===== config.mk =====
export PLATFORM = sky130hd
export DESIGN_NAME = chip8_ctrl
export DESIGN_NICKNAME = d
export VERILOG_FILES = /design/src/design/chip8_instruction_core_macros.svh /design/src/design/chip8_pkg.sv /design/src/design/chip8_ctrl.sv
export SDC_FILE = /design/constraint.sdc
export NUM_CORES = 1
export LEC_CHECK = 0
export ABC_AREA = 1
export BUFFER_PORTS_ARGS = -buffer_cell sky130_fd_sc_hd__clkbuf_2
export CAP_MARGIN = 40
export CORE_ASPECT_RATIO = 1.4
export CORE_MARGIN = 2
export CORE_UTILIZATION = 30
export CTS_CLUSTER_SIZE = 30
export DETAILED_ROUTE_END_ITERATION = 10
export PLACE_DENSITY = 0.54
export SYNTH_ARGS = -nofsm -noshare
export SYNTH_HDL_FRONTEND = slang
export SYNTH_SLANG_ARGS = --single-unit

===== constraint.sdc =====
create_clock -name clk -period 2.49 [get_ports clk]
set_input_delay 0.498 -clock clk [delete_from_list [all_inputs] [get_ports clk]]
set_output_delay 0.498 -clock clk [all_outputs]
set_load 0.02 [all_outputs]

===== src/design/chip8_instruction_core_macros.svh =====
// Assertion helpers for the instruction core.
`ifndef CHIP8_INSTRUCTION_CORE_MACROS_SVH
`define CHIP8_INSTRUCTION_CORE_MACROS_SVH

// same-cycle implication
`define C8_ASSERT_NOW(lbl, ante, cons, msg) \
  lbl: assert property (@(posedge clk) disable iff (!rst_n) (ante) |-> (cons)) else $error(msg);

// next-cycle implication
`define C8_ASSERT_NEXT(lbl, ante, cons, msg) \
  lbl: assert property (@(posedge clk) disable iff (!rst_n) (ante) |=> (cons)) else $error(msg);

`endif


===== src/design/chip8_pkg.sv =====
package chip8_pkg;

  localparam int MEM_BYTES      = 4096;
  localparam int ADDR_W         = $clog2(MEM_BYTES);
  localparam int STACK_DEPTH    = 16;
  localparam int STACK_AW       = $clog2(STACK_DEPTH);
  localparam int SCREEN_W       = 64;
  localparam int SCREEN_H       = 32;
  localparam int ROW_AW         = $clog2(SCREEN_H);
  localparam int COL_AW         = $clog2(SCREEN_W);
  localparam int DROW_W         = 6;
  localparam int CNT_W          = 12;
  localparam int GLYPH_BYTES    = 80;
  localparam int PROG_START_RST = 512;
  localparam int FONT_BASE_RST  = 80;

  // item kinds
  localparam logic [1:0] OPN_EXEC  = 2'd0;
  localparam logic [1:0] OPN_MEMWR = 2'd1;
  localparam logic [1:0] OPN_ROWRD = 2'd2;
  localparam logic [1:0] OPN_MEMRD = 2'd3;

  // configuration register indexes
  localparam logic [1:0] REG_PROGRAM_START = 2'd0;
  localparam logic [1:0] REG_FONT_BASE     = 2'd1;

  // instruction groups (top nibble)
  localparam logic [3:0] OPG_SYS     = 4'h0;
  localparam logic [3:0] OPG_JP      = 4'h1;
  localparam logic [3:0] OPG_CALL    = 4'h2;
  localparam logic [3:0] OPG_SE_IMM  = 4'h3;
  localparam logic [3:0] OPG_SNE_IMM = 4'h4;
  localparam logic [3:0] OPG_SE_REG  = 4'h5;
  localparam logic [3:0] OPG_LD_IMM  = 4'h6;
  localparam logic [3:0] OPG_ADD_IMM = 4'h7;
  localparam logic [3:0] OPG_ALU     = 4'h8;
  localparam logic [3:0] OPG_SNE_REG = 4'h9;
  localparam logic [3:0] OPG_LD_I    = 4'hA;
  localparam logic [3:0] OPG_JP_V0   = 4'hB;
  localparam logic [3:0] OPG_RND     = 4'hC;
  localparam logic [3:0] OPG_DRW     = 4'hD;
  localparam logic [3:0] OPG_KEY     = 4'hE;
  localparam logic [3:0] OPG_MISC    = 4'hF;

  localparam logic [15:0] OP_CLS = 16'h00E0;
  localparam logic [15:0] OP_RET = 16'h00EE;

  localparam logic [3:0] ALU_MOV  = 4'h0;
  localparam logic [3:0] ALU_OR   = 4'h1;
  localparam logic [3:0] ALU_AND  = 4'h2;
  localparam logic [3:0] ALU_XOR  = 4'h3;
  localparam logic [3:0] ALU_ADD  = 4'h4;
  localparam logic [3:0] ALU_SUB  = 4'h5;
  localparam logic [3:0] ALU_SHR  = 4'h6;
  localparam logic [3:0] ALU_SUBN = 4'h7;
  localparam logic [3:0] ALU_SHL  = 4'hE;

  localparam logic [7:0] KEY_SKP  = 8'h9E;
  localparam logic [7:0] KEY_SKNP = 8'hA1;

  localparam logic [7:0] MSC_GET_DT   = 8'h07;
  localparam logic [7:0] MSC_WAIT_KEY = 8'h0A;
  localparam logic [7:0] MSC_SET_DT   = 8'h15;
  localparam logic [7:0] MSC_SET_ST   = 8'h18;
  localparam logic [7:0] MSC_ADD_I    = 8'h1E;
  localparam logic [7:0] MSC_FONT     = 8'h29;
  localparam logic [7:0] MSC_BCD      = 8'h33;
  localparam logic [7:0] MSC_STORE    = 8'h55;
  localparam logic [7:0] MSC_LOAD     = 8'h65;

  localparam logic [3:0] VF_IDX = 4'hF;

  localparam logic [7:0] GLYPHS [GLYPH_BYTES] = '{
    8'hF0, 8'h90, 8'h90, 8'h90, 8'hF0, 8'h20, 8'h60, 8'h20, 8'h20, 8'h70,
    8'hF0, 8'h10, 8'hF0, 8'h80, 8'hF0, 8'hF0, 8'h10, 8'hF0, 8'h10, 8'hF0,
    8'h90, 8'h90, 8'hF0, 8'h10, 8'h10, 8'hF0, 8'h80, 8'hF0, 8'h10, 8'hF0,
    8'hF0, 8'h80, 8'hF0, 8'h90, 8'hF0, 8'hF0, 8'h10, 8'h20, 8'h40, 8'h40,
    8'hF0, 8'h90, 8'hF0, 8'h90, 8'hF0, 8'hF0, 8'h90, 8'hF0, 8'h10, 8'hF0,
    8'hF0, 8'h90, 8'hF0, 8'h90, 8'h90, 8'hE0, 8'h90, 8'hE0, 8'h90, 8'hE0,
    8'hF0, 8'h80, 8'h80, 8'h80, 8'hF0, 8'hE0, 8'h90, 8'h90, 8'h90, 8'hE0,
    8'hF0, 8'h80, 8'hF0, 8'h80, 8'hF0, 8'hF0, 8'h80, 8'hF0, 8'h80, 8'h80
  };

  typedef enum logic [4:0] {
    CMD_NONE, CMD_CLEAR, CMD_GLYPH, CMD_ACCEPT, CMD_FETCH0, CMD_FETCH1,
    CMD_FETCH2, CMD_RDX, CMD_RDY, CMD_EXEC, CMD_DRAW_RD, CMD_DRAW_WR,
    CMD_DRAW_END, CMD_BCD, CMD_STORE, CMD_LOAD_RD, CMD_LOAD_WR, CMD_TIMERS,
    CMD_MEMWR, CMD_ROWRD, CMD_MEMRD, CMD_MEMRD2
  } dp_op_t;

  typedef struct packed {
    dp_op_t           op;
    logic             cfg_we;
    logic [CNT_W-1:0] cnt;
  } dp_cmd_t;

  typedef struct packed {
    logic [15:0] opcode;
    logic        draw_stop;
  } dp_stat_t;

endpackage


===== src/design/chip8_ctrl.sv =====
module chip8_ctrl (
  input  logic               clk,
  input  logic               rst_n,
  input  logic               start,
  input  logic [1:0]         in_operation,
  input  logic               cfg_valid,
  input  logic [1:0]         cfg_index,
  input  chip8_pkg::dp_stat_t stat,
  output chip8_pkg::dp_cmd_t  cmd,
  output logic               busy,
  output logic               cfg_ready,
  output logic               out_strobe
);
  import chip8_pkg::*;

  typedef enum logic [21:0] {
    ST_CLEAR    = 22'h000001,
    ST_GLYPH    = 22'h000002,
    ST_IDLE     = 22'h000004,
    ST_FETCH0   = 22'h000008,
    ST_FETCH1   = 22'h000010,
    ST_FETCH2   = 22'h000020,
    ST_RDX      = 22'h000040,
    ST_RDY      = 22'h000080,
    ST_EXEC     = 22'h000100,
    ST_DRAW_RD  = 22'h000200,
    ST_DRAW_WR  = 22'h000400,
    ST_DRAW_END = 22'h000800,
    ST_BCD      = 22'h001000,
    ST_STORE    = 22'h002000,
    ST_LOAD_RD  = 22'h004000,
    ST_LOAD_WR  = 22'h008000,
    ST_TIMERS   = 22'h010000,
    ST_MEMWR    = 22'h020000,
    ST_ROWRD    = 22'h040000,
    ST_MEMRD    = 22'h080000,
    ST_MEMRD2   = 22'h100000,
    ST_RESP     = 22'h200000
  } state_t;

  state_t           state_r, state_nxt;
  logic [CNT_W-1:0] cnt_r, cnt_nxt;
  logic [3:0]       grp, xreg;
  logic [7:0]       kk;
  logic             last_reg;

  assign grp      = stat.opcode[15:12];
  assign xreg     = stat.opcode[11:8];
  assign kk       = stat.opcode[7:0];
  assign last_reg = (cnt_r[3:0] == xreg);

  assign busy       = (state_r != ST_IDLE);
  assign cfg_ready  = (state_r == ST_IDLE) && !start;
  assign out_strobe = (state_r == ST_RESP);

  always_comb begin
    state_nxt  = state_r;
    cnt_nxt    = cnt_r;
    cmd.op     = CMD_NONE;
    cmd.cfg_we = 1'b0;
    cmd.cnt    = cnt_r;
    case (state_r)
      ST_CLEAR: begin
        cmd.op  = CMD_CLEAR;
        cnt_nxt = cnt_r + 1'b1;
        if (cnt_r == CNT_W'(MEM_BYTES - 1)) begin
          state_nxt = ST_GLYPH;
          cnt_nxt   = '0;
        end
      end
      ST_GLYPH: begin
        cmd.op  = CMD_GLYPH;
        cnt_nxt = cnt_r + 1'b1;
        if (cnt_r == CNT_W'(GLYPH_BYTES - 1)) begin
          state_nxt = ST_IDLE;
          cnt_nxt   = '0;
        end
      end
      ST_IDLE: begin
        cnt_nxt = '0;
        if (start) begin
          cmd.op = CMD_ACCEPT;
          case (in_operation)
            OPN_EXEC:  state_nxt = ST_FETCH0;
            OPN_MEMWR: state_nxt = ST_MEMWR;
            OPN_ROWRD: state_nxt = ST_ROWRD;
            default:   state_nxt = ST_MEMRD;
          endcase
        end else if (cfg_valid) begin
          cmd.cfg_we = 1'b1;
          if (cfg_index == REG_FONT_BASE) state_nxt = ST_GLYPH;
        end
      end
      ST_FETCH0: begin cmd.op = CMD_FETCH0; state_nxt = ST_FETCH1; end
      ST_FETCH1: begin cmd.op = CMD_FETCH1; state_nxt = ST_FETCH2; end
      ST_FETCH2: begin cmd.op = CMD_FETCH2; state_nxt = ST_RDX; end
      ST_RDX:    begin cmd.op = CMD_RDX; state_nxt = ST_RDY; end
      ST_RDY:    begin cmd.op = CMD_RDY; state_nxt = ST_EXEC; end
      ST_EXEC: begin
        cmd.op    = CMD_EXEC;
        cnt_nxt   = '0;
        state_nxt = ST_TIMERS;
        if (grp == OPG_DRW) begin
          state_nxt = (stat.opcode[3:0] == 4'd0) ? ST_DRAW_END : ST_DRAW_RD;
        end else if (grp == OPG_MISC) begin
          case (kk)
            MSC_BCD:   state_nxt = ST_BCD;
            MSC_STORE: state_nxt = ST_STORE;
            MSC_LOAD:  state_nxt = ST_LOAD_RD;
            default:   state_nxt = ST_TIMERS;
          endcase
        end
      end
      ST_DRAW_RD: begin
        cmd.op    = CMD_DRAW_RD;
        state_nxt = stat.draw_stop ? ST_DRAW_END : ST_DRAW_WR;
      end
      ST_DRAW_WR: begin
        cmd.op    = CMD_DRAW_WR;
        cnt_nxt   = cnt_r + 1'b1;
        state_nxt = ST_DRAW_RD;
      end
      ST_DRAW_END: begin cmd.op = CMD_DRAW_END; state_nxt = ST_TIMERS; end
      ST_BCD: begin
        cmd.op  = CMD_BCD;
        cnt_nxt = cnt_r + 1'b1;
        if (cnt_r == CNT_W'(2)) state_nxt = ST_TIMERS;
      end
      ST_STORE: begin
        cmd.op  = CMD_STORE;
        cnt_nxt = cnt_r + 1'b1;
        if (last_reg) state_nxt = ST_TIMERS;
      end
      ST_LOAD_RD: begin cmd.op = CMD_LOAD_RD; state_nxt = ST_LOAD_WR; end
      ST_LOAD_WR: begin
        cmd.op    = CMD_LOAD_WR;
        cnt_nxt   = cnt_r + 1'b1;
        state_nxt = last_reg ? ST_TIMERS : ST_LOAD_RD;
      end
      ST_TIMERS: begin cmd.op = CMD_TIMERS; state_nxt = ST_RESP; end
      ST_MEMWR:  begin cmd.op = CMD_MEMWR; state_nxt = ST_RESP; end
      ST_ROWRD:  begin cmd.op = CMD_ROWRD; state_nxt = ST_RESP; end
      ST_MEMRD:  begin cmd.op = CMD_MEMRD; state_nxt = ST_MEMRD2; end
      ST_MEMRD2: begin cmd.op = CMD_MEMRD2; state_nxt = ST_RESP; end
      ST_RESP:   state_nxt = ST_IDLE;
      default:   state_nxt = ST_IDLE;
    endcase
  end

  always_ff @(posedge clk) begin
    if (!rst_n) begin
      state_r <= ST_CLEAR;
      cnt_r   <= '0;
    end else begin
      state_r <= state_nxt;
      cnt_r   <= cnt_nxt;
    end
  end

endmodule


======== Word-level counts from Yosys, hierarchy flattened ========
Cells that the tools add are included.
word-level totals
  word-level logic and storage cells ...... 76
  bits of input ports ..................... 25
  register bits after elaboration ......... 34
  output and inout bits ................... 21
cells by class
  reduce and logical (&&, ||, !) cells .... 9
  eq/ne operators ......................... 41
  mux-type cells .......................... 23
  add/subtract/negate cells ............... 1
operators by type and width
  cell                                                               count
  22-bit case mux with 18 select lines                               1
  22-bit two-way mux                                                 7
  5-bit case mux with 21 select lines                                1
  20-bit case mux with 3 select lines                                1
  17-bit two-way mux                                                 3
  17-bit case mux with 3 select lines                                1
  12-bit two-way mux                                                 4
  12-bit case mux with 4 select lines                                1
  22-bit by 1-bit == test with 1-bit output, second input constant   1
  22-bit by 10-bit == test with 1-bit output, second input constant  1
  22-bit by 11-bit == test with 1-bit output, second input constant  1
  22-bit by 12-bit == test with 1-bit output, second input constant  1
  22-bit by 13-bit == test with 1-bit output, second input constant  1
  22-bit by 14-bit == test with 1-bit output, second input constant  1
  22-bit by 15-bit == test with 1-bit output, second input constant  1
  22-bit by 16-bit == test with 1-bit output, second input constant  1
  22-bit by 17-bit == test with 1-bit output, second input constant  1
  22-bit by 18-bit == test with 1-bit output, second input constant  1
  22-bit by 19-bit == test with 1-bit output, second input constant  1
  22-bit by 2-bit == test with 1-bit output, second input constant   1
  22-bit by 20-bit == test with 1-bit output, second input constant  1
  22-bit by 21-bit == test with 1-bit output, second input constant  1
  22-bit == test, second input constant                              1
  22-bit by 3-bit == test with 1-bit output, second input constant   1
  other kinds (30)                                                   39

======== Depth between registers and ports, before layout ========
Gate-level depths: netlist of the first run.
  depth in word-level cells ............... 5
  mapped depth ............................ 14
  gate-level depth less buffers ........... 14

======== Worst setup path before layout of the first run ========
Ideal clock, no wire load.
  path type ............................... register to output
  start ................................... register state_r[12]
  end ..................................... output cmd[15] in the netlist's numbering
  slack ................................... 485 ps
  cell stages (with the launch flop) ...... 11
  buffers on the path ..................... 1
  arrival ................................. 1507 ps
  cell sequence ........................... dfxtp_1 nor2_2 nand2_2 nor2_8 and2_1 buf_4 nand2_1 and2_1 nand2_1 nor2_1 nand3_1
RTL lines
  what                    RTL line           RTL
  start, declared         chip8_ctrl.sv:41   state_t state_r, state_nxt;
  start signal, assigned  chip8_ctrl.sv:155  state_r <= state_nxt;
  end, declared           chip8_ctrl.sv:9    output chip8_pkg::dp_cmd_t cmd,

==> results.md, run 1 <==
- Status: finished clean
- Die Outline Area: about 0.011 mm2
- Initial DRT Pass Iterations: 4
- Max_cap viols: 0
- Via Count: about 3300
- Total track usage: 0.168
- DR vias/cell: about 4.7
- Global-route wire length before repair: about 14000 um
- Largest family of logic cells by synthesized area: simple AND/OR/NAND/NOR gates
- Yosys cell types: 38
- CTS Hold Bufs: 0
- Simple-Gate Fraction of Synth Area: 0.588
- Synth Area in Compound Gates: 0.0496
- Slew HR: 0.727
- Syn_nets: 532
- Avg Inst Size Synth: about 5.9 um2
- Critical Path Start Type: flip-flop
- Number of antenna violations at the first check in global routing: 0
- CTS tree: done
- Num rows: between 40 and 50
- Worst-margin pin slew: between 0.4 and 0.5 ns
- CP arrival: 1.93 ns
- Share of layout cells above drive strength 1: 0.253
- Pin count of the biggest net entering global routing: 21
- Total Wirelength: approximately 8700 um
- # IOs: 46
- Clock-pin slew on the worst setup and hold paths: ~0.05 ns
- Worst-Skew Late Latency: 0.28 ns
- Crit path max-delay family: simple AND/OR/NAND/NOR gates
- Ys async rst share: 0
- Period utilization: 0.974
- Vias in the first global route: 3204
- Antenna-violating nets left: 0
- Adder and majority cell fraction of the synthesized area: 0.00841
- Crit path buffers/inverters: 2
- Post-Syn Instances: 505
- Tmin final: 2.43 ns
- CP endpoint kind: output pin
- Synth Area in XOR/XNOR: 0.0118
- Root buffer cell: clkbuf_16
- Dominant synthesized flop cell: dfxtp_1
- Sequential area share after synthesis: 0.229
- Mux cell area share after synthesis: 0
- Worst ir drop on vdd: 0.000241 V
- PortBufs: 45
- Initial cell density of the core: 0.304
- DRT iter0 DRCs: about 160
- Total CTS buffers: 5
- Post-DP HPWL: about 7000 um
- Routed len/inst: roughly 12 um
- Unrepaired setup endpoints after global routing: true
- Dpl cell area: roughly 0.0034 mm2
- Drt drc: 0
- Crit-path cells: nor2_2 > nand2_2 > nor2_4 > and2_1 > buf_4 > o21ai_2 > nand2_1 > or3_1 > buf_2
- Number of synthesized flops with an enable pin: 0
- Pleak: approximately 1.8 nW
- Hold WC Path Type: primary input to flip-flop
- Flops & latches, synth: 34
- Count of final setup violators: 0
- P&R area growth vs syn: 21.4%
- Core Box Area: 0.00979 mm2
- Max-slew violation count: 0
- Ys Warns: 0
- Nets: a little under 600
- Power Density: 481 mW/mm2
- N_diodes: 0
- Synthesized cell area: 0.00298 mm2
- Hold_ws: slightly below 0.4 ns
- CTS HTree Levels: 2
- Clock Sinks: 34
- Longest Clk Path Bufs: 2
- Cell area after layout: 0.00361 mm2
- Biggest cell delay along the critical path: a little under 0.4 ns
- Total overflow reported by the global router: 0
- Hold Vio Cnt, Final: 0
- Final Wtd Congestion: ~0.89
- Chip Width: roughly 88 um
- CP max FO: 8
- Critical-path top delay cell: or3_1
- WP data required: about 2.0 ns
- Crit Path Category: flip-flop to output pin
- Clock skew: around 0.0075 ns
- Filler cells: around 1100
- Fmax: approximately 400 MHz
- Die Height: about 120 um
## power by group
part           switching [W]  internal, W
sequential         0.0000145     0.000569
clock               0.000236     0.000361
combinational       0.000361     0.000196
total               0.000611      0.00113
## worst reg2reg max path, stage by stage (launching register included)
cell     delay (ns)
dfxtp_1        0.34
ha_1           0.18
nand2_1        0.13
nor2_1         0.20
inv_1          0.07
nor2_1         0.10
nand2_1        0.09
nand3_1        0.15
nand2_1        0.07
inv_1          0.05
nand2_1        0.05
nor2_2         0.19
nand3_2        0.15
nand2_4        0.18
nor2_2         0.05
## timing repair
action / in CTS / in global routing
endpoints found under the setup margin: 1 / 4
pin swaps: 1 / 2
buffers inserted: 2 / 2
resized for setup: 1 / 26
## stage by stage
step,worst slack [ns],utilization,power (W),TNS (ns),std cells
floorplan,0.485,-,0.000985,0,505
global placement,0.318,0.345,0.00114,0,685
detailed placement,0.287,0.345,0.00114,0,685
CTS,0.0101,0.361,0.00175,0,694
global route,-0.0146,0.369,0.00185,-0.0146,696
finish,0.0640,0.369,0.00174,0,696
## layout by cell type (no fill, tap or decap), drive strengths merged, types with 3 or more instances in the layout
cell / synthesis / final
nand4: 18 / 18
nor4: 4 / 4
nand3: 52 / 52
a21oi: 16 / 16
dfxtp: 34 / 34
nor3b: 3 / 3
o21ai: 3 / 3
nor2: 134 / 134
nor3: 18 / 18
inv: 74 / 74
nand2: 124 / 124
clkbuf: 3 / 49
buf: 6 / 14
## final timing paths
| kind | start | end | slack [ns] | cells after the start |
|---|---|---|---|---|
| worst min register to register | state_r[5] | state_r[6] | 0.53 | 2 |
| worst max-delay path | state_r[3] | cmd[14] | 0.06 | 9 |
| worst min-delay path | in_operation[1] | state_r[17] | 0.39 | 2 |
| worst max register to register | cnt_r[1] | state_r[21] | 0.37 | 14 |
## routing by layer
layer	up-vias	global-route usage	routed length, um
li1	1709	-	-
met1	1484	0.186	3500
met2	50	0.314	4730
met3	21	0.0251	186
met4	0	0.0634	256
met5	-	0	0
## cells by family (layout without fill, tap and decap cells)
family                     after synthesis  count (layout)
buffers and inverters                   83             139
xor gates and xnor gates                 4               4
DFF                                     34              34
AOI/OAI and AO/OA                       24              24
and+or+nand+nor                        358             358
adders and majority gates                2               2
## cell usage after synthesis (all sizes together), types with 2 or more instances
cell type | instances | area share
xor2 | 2 | 0.0059
buf | 6 | 0.016
nor4 | 4 | 0.0084
a21oi | 16 | 0.028
nor3b | 3 | 0.0076
o21ai | 3 | 0.0076
nor3 | 18 | 0.030
xnor2 | 2 | 0.0059
and2 | 2 | 0.0042
dfxtp | 34 | 0.23
nand3 | 52 | 0.10
inv | 74 | 0.093
nand2 | 124 | 0.17
ha | 2 | 0.0084
nor2 | 134 | 0.21
clkbuf | 3 | 0.0038
nand4 | 18 | 0.043
## flip-flops by register name, summed over array words and instances (netlist names)
signal and count:
cnt_r 12, state_r 22
## cell type report
| type | instances | area [um2] | share of cell area |
|---|---|---|---|
| clock buffer | 5 | 125 | 0.0346 |
| clock inverter | 2 | 10.0 | 0.00277 |
| inverter | 74 | 278 | 0.0769 |
| multi-input combinational | 388 | 2010 | 0.556 |
| sequential | 34 | 699 | 0.194 |
| tap | 135 | 169 | 0.0467 |
| timing repair buffer | 58 | 323 | 0.0893 |
Note: power is estimated with default switching activity, not from simulation.
==> run 2: changes to the inputs <==
--- a/config.mk
+++ b/config.mk
@@ -8,12 +8,14 @@
 export ABC_AREA = 1
 export BUFFER_PORTS_ARGS = -buffer_cell sky130_fd_sc_hd__clkbuf_2
 export CAP_MARGIN = 40
+export CELL_PAD_IN_SITES_DETAIL_PLACEMENT = 0
+export CELL_PAD_IN_SITES_GLOBAL_PLACEMENT = 1
 export CORE_ASPECT_RATIO = 1.4
 export CORE_MARGIN = 2
 export CORE_UTILIZATION = 30
 export CTS_CLUSTER_SIZE = 30
 export DETAILED_ROUTE_END_ITERATION = 10
-export PLACE_DENSITY = 0.54
+export PLACE_DENSITY = 0.7
 export SYNTH_ARGS = -nofsm -noshare
 export SYNTH_HDL_FRONTEND = slang
 export SYNTH_SLANG_ARGS = --single-unit
==> run 2 against run 1 <==
- sequential share of layout area fell by 0.66 points
- global-route usage rose by 0.53 points
- non-clock buffer count rose by 6
- highest routed layer unchanged
- sequential cell count did not move
- combinational power rose by 3.6%
- wire length rose by 2.3%
==> results.md, run 2 (synthesis results as in run 1) <==
- Critical Path Start Type: flip-flop
- Worst-Skew Late Latency: 0.28 ns (about the same)
- Post-DP HPWL: 7120 um (+1.8%)
- Total overflow reported by the global router: 0 (unchanged)
- Initial cell density of the core: 0.304 (unchanged)
- Worst ir drop on vdd: 0.000275 V (+14%)
- Part of the power in registers: 0.316 (-0.020)
- Routed len/inst: 12.6 um (+1.1%)
- Pin count of the biggest net entering global routing: 20 (-4.8%)
- Dpl cell area: 0.00339 mm2 (+0.44%)
- # IOs: 46 (unchanged)
- CP arrival: 1.91 ns (-0.02 ns)
- Total CTS buffers: 5 (unchanged)
- Unrepaired setup endpoints after global routing: false
- CTS tree: done
- Nets: 595 (+1.2%)
- Cell area after layout: 0.00367 mm2 (+1.7%)
- Core Box Area: 0.00979 mm2 (unchanged)
- Hold_ws: 0.402 ns (+0.00806 ns)
- Die Height: 122 um (unchanged)
- Most frequent cells in the layout: nand2_1, nor2_1, inv_1
- CP max FO: 9 (+1)
- Antenna-violating nets left: 0 (unchanged)
- Number of antenna violations at the first check in global routing: 0 (unchanged)
- Switching Fraction: 0.332 (-0.0198)
- Tmin final: 2.41 ns (-0.0137 ns)
- Setup TNS: 0 ns (unchanged)
- Combinational power share: 0.313 (-0.008)
- Clock skew: 0.00521 ns (-0.00228 ns)
- Final Wtd Congestion: 0.875 (-2.1%)
- Biggest register: state_r
- Period utilization: 0.969 (-0.00551)
- P&R area growth vs syn: 23.4%
- Pleak: 1.78 nW (+1.9%)
- Clock Sinks: 34 (unchanged)
- Hold WC Path Type: primary input to flip-flop
- Die Outline Area: 0.0107 mm2 (unchanged)
- Total track usage: 0.173 (+0.00530)
- Initial DRT Pass Iterations: 4 (unchanged)
- Utilization after layout: 0.375 (+0.00613)
- DR vias/cell: 4.66 (-0.53%)
- Via Count: 3284 (+0.61%)
- Power share of the clock group: 0.371 (+0.027)
- Count of final setup violators: 0 (unchanged)
- Chip Width: 88.2 um (unchanged)
- Global-route wire length before repair: 14600 um (+1.8%)
- Longest Clk Path Bufs: 2 (unchanged)
- Slew HR: 0.718 (-0.00982)
- CP endpoint kind: output pin
- CTS HTree Levels: 2 (unchanged)
- Power Density: 502 mW/mm2 (+4.4%)
- Biggest regs: state_r (22), cnt_r (12)
- DRT iter0 DRCs: 86 (-48%)
- Filler cells: 1114 (-0.18%)
- CTS Hold Bufs: 0 (unchanged)
- Vias in the first global route: 3182 (-0.69%)
- Fmax: 415 MHz (+0.57%)
- Max reg flops: 22 (unchanged)
- Total Wirelength: 8870 um (+2.3%)
- N_diodes: 0 (unchanged)
- Status: finished clean
- Psw: 0.000612 W (+0.15%)
- PortBufs: 45 (unchanged)
- Share of layout cells above drive strength 1: 0.246 (-0.00707)
- Root buffer cell: clkbuf_16
- Worst-margin pin slew: 0.420 ns (+0.0146 ns)
- Num rows: 43 (unchanged)
- Cell Int Power: 0.00123 W (+9.3%)
- Drt drc: 0 (unchanged)
- Clock-pin slew on the worst setup and hold paths: 0.05 ns (about the same)
- WP data required: 1.99 ns (about the same)
- Max_cap viols: 0 (unchanged)
- Crit Path Category: flip-flop to output pin
- Leading cell type in the layout, fill and taps excluded: nand2_1
- Hold Vio Cnt, Final: 0 (unchanged)
- Max-slew violation count: 0 (unchanged)
[run 2: cell count changes in the layout (fill, tap and decap cells not counted), sizes merged]
cell,change
buf,+6
clkinv,-2
clkbuf,+3
nor2,+1
[run 2: layer usage]
metal  part of all wire  GRT usage  vias up
met1               0.40      0.181     1477
met3              0.028     0.0257       17
met5                  0          0        -
met2               0.55      0.337       52
met4              0.024     0.0625        0
li1                   -          -     1738
[run 2: path summary, 6_finish.rpt]
path              cells after the start       startpoint     endpoint  slack [ns]
setup reg to reg                     12       state_r[7]    cnt_r[11]        0.39
hold / removal                        2  in_operation[1]  state_r[17]        0.40
hold reg to reg                       2       state_r[5]   state_r[6]        0.53
setup / recovery                      9       state_r[9]      cmd[14]        0.08
[run 2: what timing repair did]
action,CTS,global route
buffers inserted,0,8
resized for setup,1,14
endpoints found under the setup margin,1,5
cloned,0,1
pin swaps,0,4
[run 2: worst max-delay path, stage by stage, from the launching register on]
cell     delay, ns
dfxtp_1       0.37
nor2_4        0.06
nand2_4       0.12
nor2_8        0.08
and2_1        0.16
buf_4         0.16
o21ai_2       0.08
nand2_1       0.07
or3_1         0.37
buf_2         0.17
[run 2: layout make-up]
class | instances | area (um2) | area share
clock buffer | 8 | 166 | 0.0453
inverter | 74 | 278 | 0.0756
multi-input combinational | 389 | 2010 | 0.546
sequential | 34 | 687 | 0.187
tap | 135 | 169 | 0.0460
timing repair buffer | 64 | 368 | 0.100
[run 2: per-stage QoR]
stage | cells | total power, W | setup WS (ns)
after CTS | 695 | 0.00185 | 0.0177
after detailed placement | 687 | 0.00115 | 0.308
after global routing | 704 | 0.00197 | 0.000611
final | 704 | 0.00184 | 0.0777
after global placement | 687 | 0.00116 | 0.298
after floorplan | 505 | 0.000985 | 0.485
[run 2: power by group through the flow]
stage | Combinational, W | Sequential, W | Clock [W]
floorplan | 0.000363 | 0.000622 | 0
global placement | 0.000563 | 0.000593 | 0
detailed placement | 0.000562 | 0.000593 | 0
CTS | 0.000565 | 0.000581 | 0.000709
global route | 0.000659 | 0.000586 | 0.000725
finish | 0.000577 | 0.000583 | 0.000684
==> run 3: changes to the inputs <==
==> constraint.sdc (replaced) <==
create_clock -name clk -period 2.81 [get_ports clk]
set_input_delay 0.4215 -clock clk [delete_from_list [all_inputs] [get_ports clk]]
set_output_delay 0.4215 -clock clk [all_outputs]
set_load 0.02 [all_outputs]
==> run 3 against run 2 <==
- clock power decreased by 17%
- via count shrank 1.9%
- clock-buffer cell count fell by 1
- largest power group unchanged
- critical path type unchanged
- power down 16%
- wire length is 0.32% lower
==> results.md, run 3 (synthesis results as in run 1) <==
- Unrepaired setup endpoints after global routing: false
- Initial cell density of the core: 0.304 (unchanged)
- Period utilization: 0.912
- Final WS setup: 0.247 ns (+0.169 ns)
- Pin count of the biggest net entering global routing: 21 (+5.0%)
- Total overflow reported by the global router: 0 (unchanged)
- Power Density: 445 mW/mm2 (-11%)
- Core Box Area: 0.00979 mm2 (unchanged)
- CTS Hold Bufs: 0 (unchanged)
- Biggest regs: state_r (22), cnt_r (12)
- Drt drc: 0 (unchanged)
- CTS tree: done
- Setup TNS: 0 ns (unchanged)
- Count of final setup violators: 0 (unchanged)
- Status: finished clean
- Clock Sinks: 34 (unchanged)
- Root buffer cell: clkbuf_16
- R2R Path End: state_r[15]
- Max reg flops: 22 (unchanged)
- Reg2reg start: cnt_r[0]
- Vias in the first global route: 3334 (+4.8%)
- Chip Width: 88.2 um (unchanged)
- P&R area growth vs syn: 16.5%
- Hold WC Path Type: primary input to flip-flop
- CP endpoint kind: output pin
- Max-slew violation count: 0 (unchanged)
- Total track usage: 0.181 (+0.00806)
- CP arrival: 2.14 ns (+0.23 ns)
- Nets: 576 (-3.2%)
- Total CTS buffers: 5 (unchanged)
- Worst-Skew Late Latency: 0.28 ns (about the same)
- # IOs: 46 (unchanged)
- Most frequent cells in the layout: nand2_1, nor2_1, inv_1
- Worst-margin pin slew: 0.799 ns (+0.379 ns)
- Worst ir drop on vdd: 0.000187 V (-32%)
- Die Outline Area: 0.0107 mm2 (unchanged)
- Post-DP HPWL: 7100 um (-0.19%)
- Share of layout cells above drive strength 1: 0.202 (-0.0442)
- Initial DRT Pass Iterations: 4 (unchanged)
- CP max FO: 12 (+3)
- Final Wtd Congestion: 0.882 (+0.75%)
- Critical Path Start Type: flip-flop
- Postcts setup bufs: 0 (unchanged)
- Biggest register: state_r
- Area occupied by multi-input gates: 0.00196 mm2 (-2.3%)
- Fmax: 390 MHz
- CTS HTree Levels: 2 (unchanged)
- Filler cells: 1160 (+4.1%)
- CTS resizes: 0 (-1)
- Longest Clk Path Bufs: 2 (unchanged)
- WP data required: 2.39 ns (+0.40 ns)
- Dpl cells: 677 (-1.5%)
- Leading cell type in the layout, fill and taps excluded: nand2_1
- Antenna-violating nets left: 0 (unchanged)
- Via Count: 3223 (-1.9%)
- Max_cap viols: 0 (unchanged)
- Pleak: 1.67 nW (-6.1%)
- Flop2flop setup slack: 0.50 ns (+0.11 ns)
- CP Capture Point: cmd[15]
- Clock skew: 0.00752 ns (+0.00231 ns)
- Number of antenna violations at the first check in global routing: 0 (unchanged)
- Slew HR: 0.467 (-0.251)
- DRT iter0 DRCs: 137 (+59%)
- Reg2reg path depth: 14 (+2)
- N_diodes: 0 (unchanged)
- Clock-pin slew on the worst setup and hold paths: 0.06 ns (about the same)
- PortBufs: 45 (unchanged)
- Crit path from: state_r[4]
- Area occupied by registers: 681 um2 (-0.91%)
- Worst slack, placed: 0.487 ns (+0.179 ns)
- Routed len/inst: 12.9 um (+2.4%)
- Tmin final: about 2.6 ns
- Num rows: 43 (unchanged)
- Total Wirelength: 8840 um (-0.32%)
- Die Height: 122 um (unchanged)
- Global-route wire length before repair: 15400 um (+5.9%)
- Crit Path Category: flip-flop to output pin
- Post-Layout Cell Count: 685 (-2.7%)
- Hold Vio Cnt, Final: 0 (unchanged)
- DR vias/cell: 4.71 (+0.86%)
## run 3: cell types whose count changed in the layout (fill, tap and decap cells not counted), sizes merged
cell / before / now
nor2: 135 / 134
clkinv: 0 / 1
buf: 20 / 1
## run 3: area by class of cell
type                            count  area share
Clock buffer                        7      0.0411
Clock inverter                      1     0.00144
Inverter                           74      0.0801
Multi-Input combinational cell    388       0.565
Sequential cell                    34       0.196
Tap cell                          135      0.0487
Timing Repair Buffer               46      0.0671
## run 3: worst min-delay path by stage
stage,startpoint,endpoint,slack [ns],cells past startpoint
after floorplan,rst_n,state_r[0],0.49,1
after global placement,state_r[5],state_r[6],0.54,2
after detailed placement,state_r[5],state_r[6],0.53,2
after CTS,in_operation[1],state_r[17],0.32,2
after global routing,stat[0],state_r[10],0.34,2
final,in_operation[1],state_r[17],0.32,2
## run 3: layer usage
metal / routed length [um] / GRT usage / up-vias
met5: 0 / 0 / -
met4: 227 / 0.0625 / 0
met3: 255 / 0.0224 / 17
met2: 4860 / 0.350 / 41
met1: 3510 / 0.197 / 1477
li1: - / - / 1688
## run 3: power breakdown
group	leakage [nW]	switching (W)	internal, W
clock	0.0739	0.000217	0.000352
sequential	0.274	0.0000414	0.000503
combinational	1.33	0.000286	0.000145
## run 3: metrics by stage
step                      utilization  total power (W)  area [um2]  hold slack [ns]
after floorplan                     -         0.000873        2980            0.491
after global routing            0.354          0.00165        3470            0.337
after detailed placement        0.339         0.000993        3320            0.529
after global placement          0.339         0.000991        3320            0.542
after CTS                       0.354          0.00157        3470            0.321
final                           0.354          0.00154        3470            0.322
## run 3: critical path, stage by stage (launching register included)
cell and delay (ns):
dfxtp_1 0.32, nor2_2 0.21, nand2_4 0.11, nor2_4 0.29, and2_1 0.33, nand2_1 0.12, and2_1 0.15, nand2_1 0.06
nor2_1 0.04, nand3_1 0.07, clkbuf_2 0.17
